## src/rtl/core/olist_pkg.sv

```systemverilog
// Shared types, codes and defaults for the ordered list engine.
`timescale 1ns / 1ps

package olist_pkg;

    localparam int DEPTH_DEF      = 64;
    localparam int VALUE_BITS_DEF = 32;
    localparam int POS_BITS       = 6;
    localparam int CMD_BITS       = 3;
    localparam int STATUS_BITS    = 2;

    typedef enum logic [CMD_BITS-1:0] {
        CMD_ADD_FRONT    = 3'd0,
        CMD_ADD_BACK     = 3'd1,
        CMD_INSERT_AT    = 3'd2,
        CMD_REMOVE_AT    = 3'd3,
        CMD_REMOVE_FRONT = 3'd4,
        CMD_REMOVE_BACK  = 3'd5,
        CMD_READ         = 3'd6,
        CMD_CONTAINS     = 3'd7
    } t_command;

    localparam logic [STATUS_BITS-1:0] ST_DONE    = 2'd0;
    localparam logic [STATUS_BITS-1:0] ST_IGNORED = 2'd1;
    localparam logic [STATUS_BITS-1:0] ST_FULL    = 2'd2;

    // Work the datapath sets up when a request is loaded.
    typedef enum logic [3:0] {
        OP_NONE,
        OP_OPEN_FRONT,
        OP_APPEND,
        OP_OPEN_AT,
        OP_CLOSE_AT,
        OP_CLOSE_FRONT,
        OP_CLOSE_BACK,
        OP_READ,
        OP_SEARCH
    } t_op;

    typedef enum logic [1:0] {
        DS_ZERO,
        DS_WORD,
        DS_ONES
    } t_dsel;

    typedef struct packed {
        logic                   load;
        t_op                    op;
        logic                   step;
        logic                   commit;
        logic [STATUS_BITS-1:0] st;
        t_dsel                  dsel;
        logic                   add;
        logic                   sub;
    } t_ctl_cmd;

    typedef struct packed {
        logic full;
        logic empty;
        logic pos_in;
        logic busy;
        logic out_free;
    } t_dp_status;

endpackage

```

## src/rtl/core/ordered_list_engine_core.sv

```systemverilog
// Top level of the ordered list engine: controller and datapath joined.
//
//   Channel  | Handshake                | Payload
//   request  | i_in_valid / o_in_ready  | i_command, i_value, i_position
//   result   | o_out_valid / i_out_ready| o_status, o_data, o_found, o_count
//
// Each request passes through the idle, run and finish states; in the run state
// the datapath moves or reads the entries the request touches: a front add moves
// every entry, a positional insert moves count-position entries, a remove moves the
// entries behind it, a membership test reads every stored entry, a read one entry.
// The entry store has a single read and a single write port.
// Reset is synchronous and active low; it empties the list, the store itself
// is not cleared. A held result stalls only the final commit of the next request.
`timescale 1ns / 1ps

module ordered_list_engine_core
    import olist_pkg::*;
#(
    parameter int DEPTH      = DEPTH_DEF,
    parameter int VALUE_BITS = VALUE_BITS_DEF,
    localparam int CNT_BITS  = $clog2(DEPTH + 1)
) (
    input  logic                          i_clk,
    input  logic                          i_rst_n,
    input  logic                          i_in_valid,
    output logic                          o_in_ready,
    input  logic        [CMD_BITS-1:0]    i_command,
    input  logic signed [VALUE_BITS-1:0]  i_value,
    input  logic        [POS_BITS-1:0]    i_position,
    output logic                          o_out_valid,
    input  logic                          i_out_ready,
    output logic        [STATUS_BITS-1:0] o_status,
    output logic signed [VALUE_BITS-1:0]  o_data,
    output logic                          o_found,
    output logic        [CNT_BITS-1:0]    o_count
);

    t_ctl_cmd   ctl_cmd;
    t_dp_status dp_stat;

    olist_ctrl u_ctrl (
        .i_clk      (i_clk),
        .i_rst_n    (i_rst_n),
        .i_in_valid (i_in_valid),
        .o_in_ready (o_in_ready),
        .i_command  (i_command),
        .i_stat     (dp_stat),
        .o_cmd      (ctl_cmd)
    );

    olist_dp #(
        .DEPTH      (DEPTH),
        .VALUE_BITS (VALUE_BITS)
    ) u_dp (
        .i_clk       (i_clk),
        .i_rst_n     (i_rst_n),
        .i_cmd       (ctl_cmd),
        .o_stat      (dp_stat),
        .i_value     (i_value),
        .i_position  (i_position),
        .i_out_ready (i_out_ready),
        .o_out_valid (o_out_valid),
        .o_status    (o_status),
        .o_data      (o_data),
        .o_found     (o_found),
        .o_count     (o_count)
    );

endmodule

```

## src/rtl/core/olist_dp.sv

```systemverilog
// Datapath of the ordered list engine: entry store, shift and scan sequencing, result register.
`timescale 1ns / 1ps

module olist_dp
    import olist_pkg::*;
#(
    parameter int DEPTH      = DEPTH_DEF,
    parameter int VALUE_BITS = VALUE_BITS_DEF,
    localparam int CNT_BITS  = $clog2(DEPTH + 1)
) (
    input  logic                         i_clk,
    input  logic                         i_rst_n,
    input  t_ctl_cmd                     i_cmd,
    output t_dp_status                   o_stat,
    input  logic signed [VALUE_BITS-1:0] i_value,
    input  logic        [POS_BITS-1:0]   i_position,
    input  logic                         i_out_ready,
    output logic                         o_out_valid,
    output logic        [STATUS_BITS-1:0] o_status,
    output logic signed [VALUE_BITS-1:0] o_data,
    output logic                         o_found,
    output logic        [CNT_BITS-1:0]   o_count
);

    localparam int AW       = $clog2(DEPTH);
    localparam int CMP_BITS = (CNT_BITS > POS_BITS) ? CNT_BITS : POS_BITS;

    logic [VALUE_BITS-1:0] mem [DEPTH];

    logic [CNT_BITS-1:0]   r_count, n_count;
    logic [VALUE_BITS-1:0] r_val;
    logic [CNT_BITS-1:0]   r_at, n_at;
    logic [CNT_BITS-1:0]   r_ptr, n_ptr;
    logic [CNT_BITS-1:0]   r_left, n_left;
    logic                  r_down, n_down;
    logic                  r_move, n_move;
    logic                  r_search, n_search;
    logic                  r_found;
    logic                  r_pv;
    logic [AW-1:0]         r_pa;
    logic [VALUE_BITS-1:0] r_rd;

    logic                  r_o_valid;
    logic [STATUS_BITS-1:0] r_o_status;
    logic [VALUE_BITS-1:0] r_o_data;
    logic                  r_o_found;
    logic [CNT_BITS-1:0]   r_o_count;

    logic [CNT_BITS-1:0]   pos_c;
    logic                  rd_en;
    logic                  we;
    logic [AW-1:0]         wa;
    logic [VALUE_BITS-1:0] wd;

    assign pos_c = CNT_BITS'(i_position);
    assign rd_en = i_cmd.step && (r_left != '0);

    assign o_stat.full     = (r_count == CNT_BITS'(DEPTH));
    assign o_stat.empty    = (r_count == '0);
    assign o_stat.pos_in   = (CMP_BITS'(i_position) < CMP_BITS'(r_count));
    assign o_stat.busy     = (r_left != '0) || r_pv;
    assign o_stat.out_free = !r_o_valid || i_out_ready;

    // Set up the walk over the store for the request being loaded.
    always_comb begin
        n_at     = r_at;
        n_ptr    = r_ptr;
        n_left   = r_left;
        n_down   = r_down;
        n_move   = r_move;
        n_search = r_search;
        if (i_cmd.load) begin
            n_at     = '0;
            n_ptr    = '0;
            n_left   = '0;
            n_down   = 1'b0;
            n_move   = 1'b0;
            n_search = 1'b0;
            case (i_cmd.op)
                OP_OPEN_FRONT: begin
                    n_ptr  = r_count - 1'b1;
                    n_left = r_count;
                    n_down = 1'b1;
                    n_move = 1'b1;
                end
                OP_APPEND: begin
                    n_at = r_count;
                end
                OP_OPEN_AT: begin
                    n_at   = pos_c;
                    n_ptr  = r_count - 1'b1;
                    n_left = r_count - pos_c;
                    n_down = 1'b1;
                    n_move = 1'b1;
                end
                OP_CLOSE_AT: begin
                    n_at   = pos_c;
                    n_ptr  = pos_c + 1'b1;
                    n_left = r_count - pos_c - 1'b1;
                    n_move = 1'b1;
                end
                OP_CLOSE_FRONT: begin
                    n_ptr  = CNT_BITS'(1);
                    n_left = r_count - 1'b1;
                    n_move = 1'b1;
                end
                OP_CLOSE_BACK: begin
                    n_at = r_count - 1'b1;
                end
                OP_READ: begin
                    n_ptr  = pos_c;
                    n_left = CNT_BITS'(1);
                end
                OP_SEARCH: begin
                    n_left   = r_count;
                    n_search = 1'b1;
                end
                default: begin
                    n_left = '0;
                end
            endcase
        end else if (rd_en) begin
            n_ptr  = r_down ? (r_ptr - 1'b1) : (r_ptr + 1'b1);
            n_left = r_left - 1'b1;
        end
    end

    always_comb begin
        n_count = r_count;
        if (i_cmd.commit && i_cmd.add) begin
            n_count = r_count + 1'b1;
        end else if (i_cmd.commit && i_cmd.sub) begin
            n_count = r_count - 1'b1;
        end
    end

    // One write port: shifted words while stepping, the new word at commit.
    always_comb begin
        we = 1'b0;
        wa = r_pa;
        wd = r_rd;
        if (i_cmd.step && r_pv && r_move) begin
            we = 1'b1;
            wa = r_down ? AW'(r_pa + 1'b1) : AW'(r_pa - 1'b1);
        end else if (i_cmd.commit && i_cmd.add) begin
            we = 1'b1;
            wa = r_at[AW-1:0];
            wd = r_val;
        end
    end

    always_ff @(posedge i_clk) begin
        if (we) begin
            mem[wa] <= wd;
        end
        if (rd_en) begin
            r_rd <= mem[r_ptr[AW-1:0]];
        end
    end

    always_ff @(posedge i_clk) begin
        if (!i_rst_n) begin
            r_count   <= '0;
            r_left    <= '0;
            r_pv      <= 1'b0;
            r_o_valid <= 1'b0;
        end else begin
            r_count <= n_count;
            r_left  <= n_left;
            r_pv    <= rd_en;
            if (i_cmd.commit) begin
                r_o_valid <= 1'b1;
            end else if (i_out_ready) begin
                r_o_valid <= 1'b0;
            end
        end
    end

    always_ff @(posedge i_clk) begin
        r_at     <= n_at;
        r_ptr    <= n_ptr;
        r_down   <= n_down;
        r_move   <= n_move;
        r_search <= n_search;
        if (rd_en) begin
            r_pa <= r_ptr[AW-1:0];
        end
        if (i_cmd.load) begin
            r_val   <= i_value;
            r_found <= 1'b0;
        end else if (i_cmd.step && r_pv && r_search && (r_rd == r_val)) begin
            r_found <= 1'b1;
        end
        if (i_cmd.commit) begin
            r_o_status <= i_cmd.st;
            r_o_found  <= r_found;
            r_o_count  <= n_count;
            case (i_cmd.dsel)
                DS_WORD: r_o_data <= r_rd;
                DS_ONES: r_o_data <= '1;
                default: r_o_data <= '0;
            endcase
        end
    end

    assign o_out_valid = r_o_valid;
    assign o_status    = r_o_status;
    assign o_data      = r_o_data;
    assign o_found     = r_o_found;
    assign o_count     = r_o_count;

endmodule

```

## src/rtl/core/olist_ctrl.sv

```systemverilog
// Controller of the ordered list engine: decodes each request and sequences the datapath.
`timescale 1ns / 1ps

module olist_ctrl
    import olist_pkg::*;
(
    input  logic                i_clk,
    input  logic                i_rst_n,
    input  logic                i_in_valid,
    output logic                o_in_ready,
    input  logic [CMD_BITS-1:0] i_command,
    input  t_dp_status          i_stat,
    output t_ctl_cmd            o_cmd
);

    typedef enum logic [1:0] {
        S_IDLE,
        S_RUN,
        S_FIN
    } t_state;

    t_state                 r_state, n_state;
    logic [STATUS_BITS-1:0] r_st, n_st;
    t_dsel                  r_dsel, n_dsel;
    logic                   r_add, n_add;
    logic                   r_sub, n_sub;
    t_op                    dec_op;
    logic                   accept;

    assign o_in_ready = (r_state == S_IDLE);
    assign accept     = i_in_valid && (r_state == S_IDLE);

    // Decide what the request does from the current count and position.
    always_comb begin
        dec_op = OP_NONE;
        n_st   = ST_DONE;
        n_dsel = DS_ZERO;
        n_add  = 1'b0;
        n_sub  = 1'b0;
        case (t_command'(i_command))
            CMD_ADD_FRONT, CMD_ADD_BACK, CMD_INSERT_AT: begin
                if (i_stat.full) begin
                    n_st = ST_FULL;
                end else if (t_command'(i_command) == CMD_ADD_FRONT || i_stat.empty) begin
                    dec_op = OP_OPEN_FRONT;
                    n_add  = 1'b1;
                end else if (t_command'(i_command) == CMD_ADD_BACK) begin
                    dec_op = OP_APPEND;
                    n_add  = 1'b1;
                end else if (!i_stat.pos_in) begin
                    n_st = ST_IGNORED;
                end else begin
                    dec_op = OP_OPEN_AT;
                    n_add  = 1'b1;
                end
            end
            CMD_REMOVE_AT: begin
                if (i_stat.pos_in) begin
                    dec_op = OP_CLOSE_AT;
                    n_sub  = 1'b1;
                end else begin
                    n_st = ST_IGNORED;
                end
            end
            CMD_REMOVE_FRONT, CMD_REMOVE_BACK: begin
                if (i_stat.empty) begin
                    n_st = ST_IGNORED;
                end else begin
                    dec_op = (t_command'(i_command) == CMD_REMOVE_FRONT) ? OP_CLOSE_FRONT
                                                                        : OP_CLOSE_BACK;
                    n_sub  = 1'b1;
                end
            end
            CMD_READ: begin
                if (i_stat.pos_in) begin
                    dec_op = OP_READ;
                    n_dsel = DS_WORD;
                end else begin
                    n_st   = ST_IGNORED;
                    n_dsel = DS_ONES;
                end
            end
            CMD_CONTAINS: begin
                dec_op = OP_SEARCH;
            end
            default: begin
                dec_op = OP_NONE;
            end
        endcase
    end

    always_comb begin
        n_state = r_state;
        case (r_state)
            S_IDLE: begin
                if (accept) begin
                    n_state = S_RUN;
                end
            end
            S_RUN: begin
                if (!i_stat.busy) begin
                    n_state = S_FIN;
                end
            end
            S_FIN: begin
                if (i_stat.out_free) begin
                    n_state = S_IDLE;
                end
            end
            default: begin
                n_state = S_IDLE;
            end
        endcase
    end

    always_ff @(posedge i_clk) begin
        if (!i_rst_n) begin
            r_state <= S_IDLE;
            r_st    <= ST_DONE;
            r_dsel  <= DS_ZERO;
            r_add   <= 1'b0;
            r_sub   <= 1'b0;
        end else begin
            r_state <= n_state;
            if (accept) begin
                r_st   <= n_st;
                r_dsel <= n_dsel;
                r_add  <= n_add;
                r_sub  <= n_sub;
            end
        end
    end

    assign o_cmd.load   = accept;
    assign o_cmd.op     = dec_op;
    assign o_cmd.step   = (r_state == S_RUN);
    assign o_cmd.commit = (r_state == S_FIN) && i_stat.out_free;
    assign o_cmd.st     = r_st;
    assign o_cmd.dsel   = r_dsel;
    assign o_cmd.add    = r_add;
    assign o_cmd.sub    = r_sub;

endmodule

```

## config.mk

```make
export PLATFORM = sky130hd
export DESIGN_NAME = ordered_list_engine_core
export DESIGN_NICKNAME = d
export VERILOG_FILES = /design/src/rtl/core/olist_pkg.sv /design/src/rtl/core/ordered_list_engine_core.sv /design/src/rtl/core/olist_dp.sv /design/src/rtl/core/olist_ctrl.sv
export SDC_FILE = /design/constraint.sdc
export NUM_CORES = 2
export LEC_CHECK = 0
export ABC_AREA = 1
export BUFFER_PORTS_ARGS = -buffer_cell sky130_fd_sc_hd__buf_2
export CAP_MARGIN = 20
export CELL_PAD_IN_SITES_DETAIL_PLACEMENT = 2
export CELL_PAD_IN_SITES_GLOBAL_PLACEMENT = 2
export CORE_ASPECT_RATIO = 0.9
export CORE_MARGIN = 1.5
export CORE_UTILIZATION = 25
export DETAILED_ROUTE_END_ITERATION = 16
export PLACE_DENSITY = 0.53
export SLEW_MARGIN = 30
export SYNTH_ARGS = -nofsm -noshare
export SYNTH_HDL_FRONTEND = slang
export SYNTH_HIERARCHICAL = 1
export SYNTH_SLANG_ARGS = --single-unit
```

## constraint.sdc

```tcl
create_clock -name i_clk -period 11 [get_ports i_clk]
set_input_delay 2.2 -clock i_clk [delete_from_list [all_inputs] [get_ports i_clk]]
set_output_delay 2.2 -clock i_clk [all_outputs]
set_load 0.03 [all_outputs]
```

==> run_results.csv <==
group,metric,value,unit
power_and_ir_drop,power.density,248.5,nW/um^2
critical_path,critical-path-max-stage-delay,0.77,ns
route,drt-met1-wl,155.2,mm
power_and_ir_drop,power.leakage,32.85,nW
global_route,globalRoute.totalOverflow,0,
global_route,grt_antenna_before_repair,20,
sta,clock-skew-final,0.06524,ns
sta,timing.hold.ws,0.4479,ns
global_route,vias_in_the_first_global_route,61945,
yosys,synth.net_count,7131,
yosys,syn_inst,7061,
global_route,grt_max_degree,165,
clocking,cts_inserted_buffers,241,
critical_path,timing.setup.critical_path_class,"input port to register",
critical_path,crit_required,11.61,ns
clocking,worst_skew_pair.late_latency,0.89,ns
yosys,synth_top_flop_cell,"sky130_fd_sc_hd__edfxtp_1",
route,route.met2.wl,153.3,mm
placed_design,dp_hpwl,195.2,mm
yosys,synthArstFlopShare,0,
sta,max_slew_margin,0.3227,
cells_and_area,area_delta_synth_final,16.10,%
die,io_pins,89,
critical_path,startpoint_type,"input port",
sta,slew_violations,0,
die,die_x,630.8,um
die,core.rowCount,207,
die,initial_core_util,0.2510,
cells_and_area,number_of_fillers_in_the_final_layout,37374,
sta,tightestPinTransition,1.016,ns
sta,fmax,159.4,MHz
route,via_count,58915,
placed_design,port_buffers,88,
die,die-height,568.0,um
yosys,synth_seq_area_share,0.7421,
die,design.die.area,358300,sq um
power_and_ir_drop,peakVddDrop,171.2,uV
die,fp.coreArea,353300,sq um
cells_and_area,final_layout_size_suffix_gt1_frac,0.09830,
yosys,number_of_warnings_reported_in_the_yosys_synthesis_log,6,
route,routed.top_layer,"met5",
yosys,synth.lib_cells_used.distinct,53,
clocking,resize_count_post_cts,0,
route,wl_per_cell,27.60,um
critical_path,timing.critical_path.cells,"buf_2 > inv_1 > nand2_1 > inv_1 > nor2_4 > buf_4 > nand2_2 > inv_2 > nand2_2 > buf_4 > o22a_1 > a21boi_2 > inv_2 > nand4_2 > nor2_4 > buf_16",
run,maxCapViolations,0,
yosys,synth_enable_flop_cells,2175,
sta,hold_viol_final,0,
clocking,ctsRootBufferMaster,"sky130_fd_sc_hd__clkbuf_16",
critical_path,worst-endpoint-arrival,6.89,ns
critical_path,worst_setup_path_end_kind,"register",
sta,setup_viol,0,
sta,rsz_0062_raised_after_global_routing,"false",
route,detail_route.drc_violations,0,
sta,finalCriticalPeriod,6.275,ns
route,number_of_iterations_in_the_first_detailed_routing_pass,5,
global_route,grt_first_pass_wirelength,472.1,mm
route,antenna_left,0,
clocking,cts_buffer_depth,4,
clocking,post_cts_buffers,0,
yosys,syn_area,88680,sq um
route,route.detailed.vias_per_inst,4.908,
yosys,synth-seq-cells,2200,
sta,final.setup.tns,0,ns
route,detailroute.wirelength.met3,14.14,mm
clocking,clk_transition_reported_paths,0.06,ns
yosys,synth.avg_cell_area,12.56,sq um
cells_and_area,finish.cell_count_without_fillers,12003,
hold_path,hp-class,"register to register",
clocking,htreeDepth,4,
cells_and_area,post_route_core_utilization,0.2914,
critical_path,critical_path_peak_fanout,48,
sta,finalCritPeriodShare,0.5705,
status,status,"completed",
route,initialDrtViolationCount,4841,
cells_and_area,layout.nets,7172,
placed_design,globalplace.congestion,0.8424,
clocking,cts_sink_cnt,2200,
route,postRouteWirelength,331.3,mm
clocking,cts_hold_repair.buffers,0,
critical_path,crit_path_top_delay_cell,"sky130_fd_sc_hd__nor2_4",
placed_design,placed_cells,11556,
clocking,tritoncts_clock_tree,"done",
global_route,grt_usage,0.1807,
-- Yosys cell counts (3+ instances only) --
cell                        instances  area [sq um]
sky130_fd_sc_hd__buf_4             33         247.7
sky130_fd_sc_hd__buf_6             24         270.3
sky130_fd_sc_hd__clkbuf_1         260         975.9
sky130_fd_sc_hd__dfxtp_1           25         500.5
sky130_fd_sc_hd__buf_2            122         610.6
sky130_fd_sc_hd__o2111ai_1          3         26.28
sky130_fd_sc_hd__nand3_2            6         60.06
sky130_fd_sc_hd__nand3_1          435          2177
sky130_fd_sc_hd__clkinv_1           3         11.26
sky130_fd_sc_hd__o21ai_1           69         345.3
sky130_fd_sc_hd__edfxtp_1        2175         65310
sky130_fd_sc_hd__fa_1               3         60.06
sky130_fd_sc_hd__a31oi_1            4         25.02
sky130_fd_sc_hd__nor2_1          1135          4260
sky130_fd_sc_hd__a21oi_1           81         405.4
sky130_fd_sc_hd__buf_1             33         123.9
sky130_fd_sc_hd__xnor2_1           18         157.7
sky130_fd_sc_hd__or2_2             10         62.56
sky130_fd_sc_hd__nand4_1           12         75.07
sky130_fd_sc_hd__o21ai_0         1026          5135
sky130_fd_sc_hd__and2_1            20         125.1
sky130_fd_sc_hd__inv_1            114         427.9
sky130_fd_sc_hd__o221ai_1           9         78.83
sky130_fd_sc_hd__o211ai_1          17         127.6
sky130_fd_sc_hd__nand2_2            5         31.28
sky130_fd_sc_hd__ha_1              22         275.3
sky130_fd_sc_hd__xor2_1            15         131.4
sky130_fd_sc_hd__inv_2              8         30.03
sky130_fd_sc_hd__nor3_1            20         100.1
sky130_fd_sc_hd__o22ai_1          509          3184
sky130_fd_sc_hd__nand2_1          818          3070
-- path summary, 6_finish.rpt --
kind	startpoint	endpoint	slack (ns)	cells past startpoint
worst min register to register	u_ctrl/r_st[1]	u_dp/o_status[1]	0.45	0
worst max-delay path	i_out_ready	u_dp/mem[54][21]	4.72	16
worst max register to register	u_ctrl/r_state[1]	u_dp/mem[54][21]	5.82	13
worst min-delay path	u_ctrl/r_st[1]	u_dp/o_status[1]	0.45	0
-- sequential cells by signal, indices dropped and copies added, names as in the netlist, 2 cells and up --
name,flops
u_dp/mem,2048
u_dp/o_data,32
u_dp/r_rd,32
u_dp/r_val,32
u_dp/o_count,7
u_dp/r_count,7
u_dp/r_left,7
u_dp/r_at,6
u_dp/r_pa,6
u_dp/r_ptr,6
u_ctrl/r_dsel,2
u_ctrl/r_st,2
u_ctrl/r_state,2
u_dp/o_status,2
-- logic make-up after synthesis --
logic type	count (synthesis)	share of synthesized area
AOI/OAI and AO/OA	1733	0.1069
xor gates and xnor gates	33	0.003259
adders and majority gates	25	0.003781
buffers and inverters	599	0.03066
DFF	2200	0.7421
and+or+nand+nor	2471	0.1133
-- metrics by stage --
| stage | setup slack, ns | cell area, sq um | total power [mW] |
|---|---|---|---|
| after floorplan | 2.615 | 88680 | 14.24 |
| after global placement | 3.711 | 94700 | 17.98 |
| after detailed placement | 3.786 | 95600 | 18.16 |
| after CTS | 4.763 | 102800 | 25.90 |
| after global routing | 4.495 | 102900 | 26.67 |
| final | 4.725 | 103000 | 25.58 |
-- critical path: cells and delay by family --
kind	cells	cell delay [ns]
buffers and inverters	8	2.05
AND/OR/NAND/NOR	6	2.04
AO/OA/AOI/OAI	2	0.46
-- placed cells by master (no fill, tap or decap), types with 22 or more instances in the layout --
cell,Yosys,final
sky130_fd_sc_hd__nor2_1,1135,1085
sky130_fd_sc_hd__ha_1,22,22
sky130_fd_sc_hd__nor2_4,1,51
sky130_fd_sc_hd__buf_16,0,32
sky130_fd_sc_hd__edfxtp_1,2175,2175
sky130_fd_sc_hd__buf_2,122,88
sky130_fd_sc_hd__clkbuf_1,260,67
sky130_fd_sc_hd__o21ai_1,69,69
sky130_fd_sc_hd__a21oi_1,81,81
sky130_fd_sc_hd__buf_4,33,119
sky130_fd_sc_hd__inv_1,114,111
sky130_fd_sc_hd__clkbuf_16,0,245
sky130_fd_sc_hd__nand3_1,435,435
sky130_fd_sc_hd__clkinv_2,0,38
sky130_fd_sc_hd__clkinv_1,3,66
sky130_fd_sc_hd__o21ai_0,1026,1016
sky130_fd_sc_hd__nand2_2,5,25
sky130_fd_sc_hd__o22ai_1,509,509
sky130_fd_sc_hd__dfxtp_1,25,25
sky130_fd_sc_hd__nand2_1,818,796
-- layout make-up --
| class | instances | area (sq um) | share of cell area |
|---|---|---|---|
| antenna | 7 | 17.52 | 0.0001701 |
| clock buffer | 313 | 6396 | 0.06212 |
| clock inverter | 122 | 805.8 | 0.007826 |
| inverter | 126 | 509.2 | 0.004946 |
| multi-input combinational | 4262 | 20780 | 0.2019 |
| sequential | 2200 | 65810 | 0.6392 |
| tap | 4702 | 5883 | 0.05714 |
| timing repair buffer | 271 | 2749 | 0.02670 |
-- power breakdown --
part           total [mW]  internal (mW)  switching [mW]
clock network        7.68           4.27            3.41
logic                7.81           1.63            6.18
registers            10.1           9.98           0.119
total                25.6           15.9            9.70
-- metal layers --
layer | vias to the layer above | GRT usage
met1 | 31413 | 0.2565
met2 | 1133 | 0.2915
met3 | 358 | 0.02302
li1 | 26009 | -
met5 | - | 0
met4 | 2 | 0.04574
Note: power is estimated with default switching activity, not from simulation.
